$ cat config.mk
export PLATFORM = sky130hd
export DESIGN_NAME = rhh_ram
export DESIGN_NICKNAME = d
export VERILOG_FILES = /design/src/sv/rhh_ram.sv
export SDC_FILE = /design/constraint.sdc
export NUM_CORES = 2
export LEC_CHECK = 0
export ABC_AREA = 1
export BUFFER_PORTS_ARGS = -buffer_cell sky130_fd_sc_hd__buf_2
export CORE_MARGIN = 3
export CORE_UTILIZATION = 47
export CTS_CLUSTER_SIZE = 12
export DETAILED_ROUTE_END_ITERATION = 6
export GPL_TIMING_DRIVEN = 1
export PLACE_DENSITY = 0.67
export REMOVE_ABC_BUFFERS = 1
export SYNTH_ARGS = -nofsm -noshare
export SYNTH_HDL_FRONTEND = slang
export SYNTH_SLANG_ARGS = --single-unit
$ cat constraint.sdc
create_clock -name clock -period 7.2 [get_ports clock]
set_clock_uncertainty 0.05 [all_clocks]
set_input_delay 1.44 -clock clock [delete_from_list [all_inputs] [get_ports clock]]
set_output_delay 1.44 -clock clock [all_outputs]
set_load 0.03 [all_outputs]
$ cat src/sv/rhh_ram.sv
// Generic single-port RAM with registered read.
`default_nettype none
module rhh_ram #(
   parameter int WIDTH = 8,
   parameter int DEPTH = 256
) (
   input  wire logic                     clock,
   input  wire logic                     wr_en,
   input  wire logic [$clog2(DEPTH)-1:0] addr,
   input  wire logic [WIDTH-1:0]         wr_data,
   output logic      [WIDTH-1:0]         rd_data
);
   logic [WIDTH-1:0] mem_ff [DEPTH];

   always_ff @(posedge clock) begin
      if (wr_en) begin
         mem_ff[addr] <= wr_data;
      end
      rd_data <= mem_ff[addr];
   end
endmodule
`default_nettype wire

==> reports/summary.md <==
The post-synthesis sequential element count was 2056; the sequential cell fraction of total power was 0.548. The setup slack of the critical path after layout is 2.78 ns, and the largest fanout of any net on the critical path is 151. The initial standard-cell utilization of the core came out at 0.474.

Leading cell type by number of instances after synthesis: nand2_1. The die is 431 um tall. The slowest stage of the critical path belongs to the cell buf_4. In this run, post-CTS repair resized a total of 0 instances. Traced cell by cell, the critical path runs through buf_8 > inv_16 > buf_4 > buf_4 > nand2_1 > nand2_1 > nand2_1 > nand2_1 > o21ai_1 > nand2_1 > nor2_1 > nor2_1 > nor2_1 > nand2_1. H-tree depth: 4. The run finished with clean final reports.

The tools report the net count reported at finish as 7926. The clock root buffer was clkbuf_16. The worst flop-to-flop path endpoint is rd_data[1]$_DFF_P_. Share of synthesized cell area in full adder, half adder and majority cells: 0.

The total power divided by cell area came out at 260 mW/mm2. The count of flip-flops with a built-in enable after synthesis is 2048, and the worst-margin pin slew is 1.14 ns. The first-pass detailed-route iteration total is 6, and the number of I/O port buffers is 25. For the post-detailed-placement cell area, the log shows 0.0870 mm2. The post-CTS setup buffer count is 0.

By count the netlist is led by nand2_1, edfxtp_1, nor2_1, nand3_1, buf_2. In this run the remaining antenna-violating nets after routing total 0. Clock-pin slew was measured on the worst setup and hold paths at 0.06 ns. The hold-fix buffer count after cts is 0. In the post-synthesis netlist, the biggest area contributors are edfxtp_1, nand2_1, nor2_1. For the worst setup path, the data required time is 7.94 ns. The combinational family with the most area after synthesis was simple AND/OR/NAND/NOR gates. The run gives 0.058 as the combinational share of power. The tools report the worst hold path startpoint as mem_ff[218][5]$_DFFE_PP_.

The clock network fraction of total power is 0.394, and the die area is 0.186 mm2. Data arrives at the worst endpoint at 5.17 ns. The average wire length per cell after detail routing was 21.3 um; the residual overflow from global routing was 0. After technology mapping, the gate count stands at 8021. Switching component of the power: 5.41 mW.

The logic depth of the worst register-to-register path was 12; the number of placement rows was 155. Summed over all nets, the half-perimeter wirelength after detailed placement is 121 mm. The global-route usage over all layers was 0.237; the final wirelength was 221 mm.

The dominant cell type by area after synthesis is edfxtp_1. Dominant cell type by count on the critical path: nand2_1. The relative max-transition margin was 0.240. The run gives 0 as the number of maximum-capacitance constraint violations. The post-synthesis async set-or-reset flop share works out to 0.

The worst hold path belongs to the class flop to flop. The tools report the type of element capturing the critical path as a flop. The count of cells in the finished layout, fillers not included, comes to 10400.

Entering global routing, the biggest net connects 160 pins. Clock tree synthesis inserted a total of 201 buffers. Fraction of power spent switching nets: 0.224.

The multiplexer area fraction after synthesis came out at 0. The finished cells cover 0.0927 mm2. Among all flip-flop cells after synthesis, the most frequent one is edfxtp_1. CTS saw 2056 sinks.

Power comes to 24.1 mW. Number of distinct library cell variants in the gate-level netlist after synthesis: 18. The minimum setup slack after placement came out at 2.04 ns.

The post-synthesis share of cell area spent on and, or, nand and nor gates is 0.238. In this run the mean area of a mapped cell was 10.6 um2. TritonCTS built the clock tree. The worst-case IR drop observed on VDD is 0.000279 V. Fraction of synthesized cell area in xor and xnor cells: 0. The tools report the highest achievable clock rate as 226 MHz. The internal power of the cells totals 18.7 mW. The chip width was 431 um. The final period utilization was 0.614.

On the worst path, the slowest cell contributes a delay of 0.76 ns. The clock passes through at most 3 buffers. The first global-routing pass estimated 335 mm of wire. For the clock latency reported for the late side of the worst-skew pair, the log shows 0.85 ns.

The tools report the initial DRC count as 6036. Setup violations remaining at the end of the flow were counted as 0. During synthesis, Yosys emitted a total of 0 warnings. The type of the setup path with the least slack is primary input to flop. The share of the core filled with cells in the final layout is 0.518.

Across all register-to-register paths, the minimum setup slack is 4.84 ns. 26 I/O pins were placed. The share of layout cells above drive strength 1 was 0.0423. At the end of routability-driven placement, the weighted congestion stood at 0.881. Cell depth of the worst min-delay path: 10. Setup repair after global routing left no endpoint under its margin. The core region is 0.179 mm2. The hold violation total from the final report is 0. The number of antenna violations at the first check in global routing was 3.

Once placement completed, the tool counted placed cells totaling 10100. In this run the critical register-to-register path is launched from mem_ff[179][1]$_DFFE_PP_. Relative to the synthesized area, the layout overhead comes to 9.30%. The tools report the worst min-delay path endpoint as rd_data[5]$_DFF_P_.

The total DRC errors in the routed layout was 0. The proportion of netlist area held by the largest area contributor works out to 0.725. The post-synthesis instance area came out at 0.0849 mm2.

Complex-gate fraction of the synthesized area: 0.0113. The worst setup path is launched from a primary input. After layout, the minimum clock period comes to 4.42 ns. Using the TritonRoute via totals, the vias-per-cell ratio works out to 5.39. The number of pins exceeding their max-slew limit in the final report is 0.

The via count of the first global-routing pass is 54300. Summed over all cells, the static leakage comes to 36.4 nW. The via count of the routed design was 56000; the fraction of the yosys area taken by sequential cells was 0.727.
==> registers in the layout (all words and copies together) (netlist names) <==
signal / count
rd_data: 8
mem_ff: 2048
==> metrics by stage <==
step / TNS, ns / hold slack [ns]
finish: 0 / 0.861
floorplan: -618.19 / 0.738
global placement: 0 / 0.878
global route: 0 / 0.945
CTS: 0 / 0.856
detailed placement: 0 / 0.841
==> cells by family (layout without fill, tap and decap cells) <==
| kind of cell | count (synthesis) | in the layout |
|---|---|---|
| other cells | 0 | 4 |
| flops | 2056 | 2056 |
| simple gates | 5321 | 5321 |
| compound gates | 192 | 192 |
| buf+inv | 452 | 454 |
==> cell usage in the layout (no fill, tap or decap), types with 8 or more instances in the layout <==
cell          n
dfxtp_1       8
nand2_1    4770
o21ai_0      41
clkbuf_16   205
clkinv_1     33
a21oi_1      32
nor2_1      356
buf_12       15
o21ai_1     119
clkbuf_1     60
inv_1        29
buf_4        61
edfxtp_1   2048
buf_2        15
nand3_1     188
buf_8        10
==> power groups by stage <==
stage / sequential (mW) / clock, mW / combinational, mW
3_5_place_dp: 13.5 / 0 / 1.38
4_1_cts: 13.2 / 9.63 / 1.38
2_1_floorplan: 13.5 / 0 / 0.718
3_3_place_gp: 13.5 / 0 / 1.36
5_1_grt: 13.2 / 10.1 / 1.53
6_report: 13.2 / 9.51 / 1.39
==> layer usage <==
| metal | GRT usage | routed length [um] | part of all wire | vias up |
|---|---|---|---|---|
| met4 | 0.0984 | 9330 | 0.042 | 2 |
| met3 | 0.0394 | 18800 | 0.085 | 423 |
| li1 | - | - | - | 26100 |
| met1 | 0.316 | 88600 | 0.40 | 27000 |
| met5 | 0 | 8 | 0.000036 | - |
| met2 | 0.385 | 104000 | 0.47 | 2493 |
==> area by class of cell <==
type / instances / area [um2]
diodes: 4 / 10.0
clock buffers: 267 / 5380
clock inverters: 51 / 370
fillers: 15300 / 86300
inverters: 35 / 165
multi-input cells: 5513 / 21200
flip-flops and latches: 2056 / 61700
well taps: 2355 / 2950
repair buffers: 101 / 983
==> worst max-delay path, delay by kind of cell <==
kind | cells | cell delay, ns
buffers and inverters | 4 | 2.30
AND/OR/NAND/NOR | 9 | 0.91
AO/OA/AOI/OAI | 1 | 0.08
==> worst max path at each step <==
| stage | startpoint | end | slack (ns) |
|---|---|---|---|
| after floorplan | addr[0] | rd_data[0]$_DFF_P_ | -1.35 |
| after global placement | addr[1] | rd_data[1]$_DFF_P_ | 2.02 |
| after detailed placement | addr[1] | rd_data[1]$_DFF_P_ | 2.04 |
| after CTS | addr[1] | rd_data[1]$_DFF_P_ | 2.93 |
| after global routing | addr[1] | rd_data[4]$_DFF_P_ | 2.63 |
| final | addr[1] | rd_data[1]$_DFF_P_ | 2.78 |
Power figures use the tool's default switching activity.
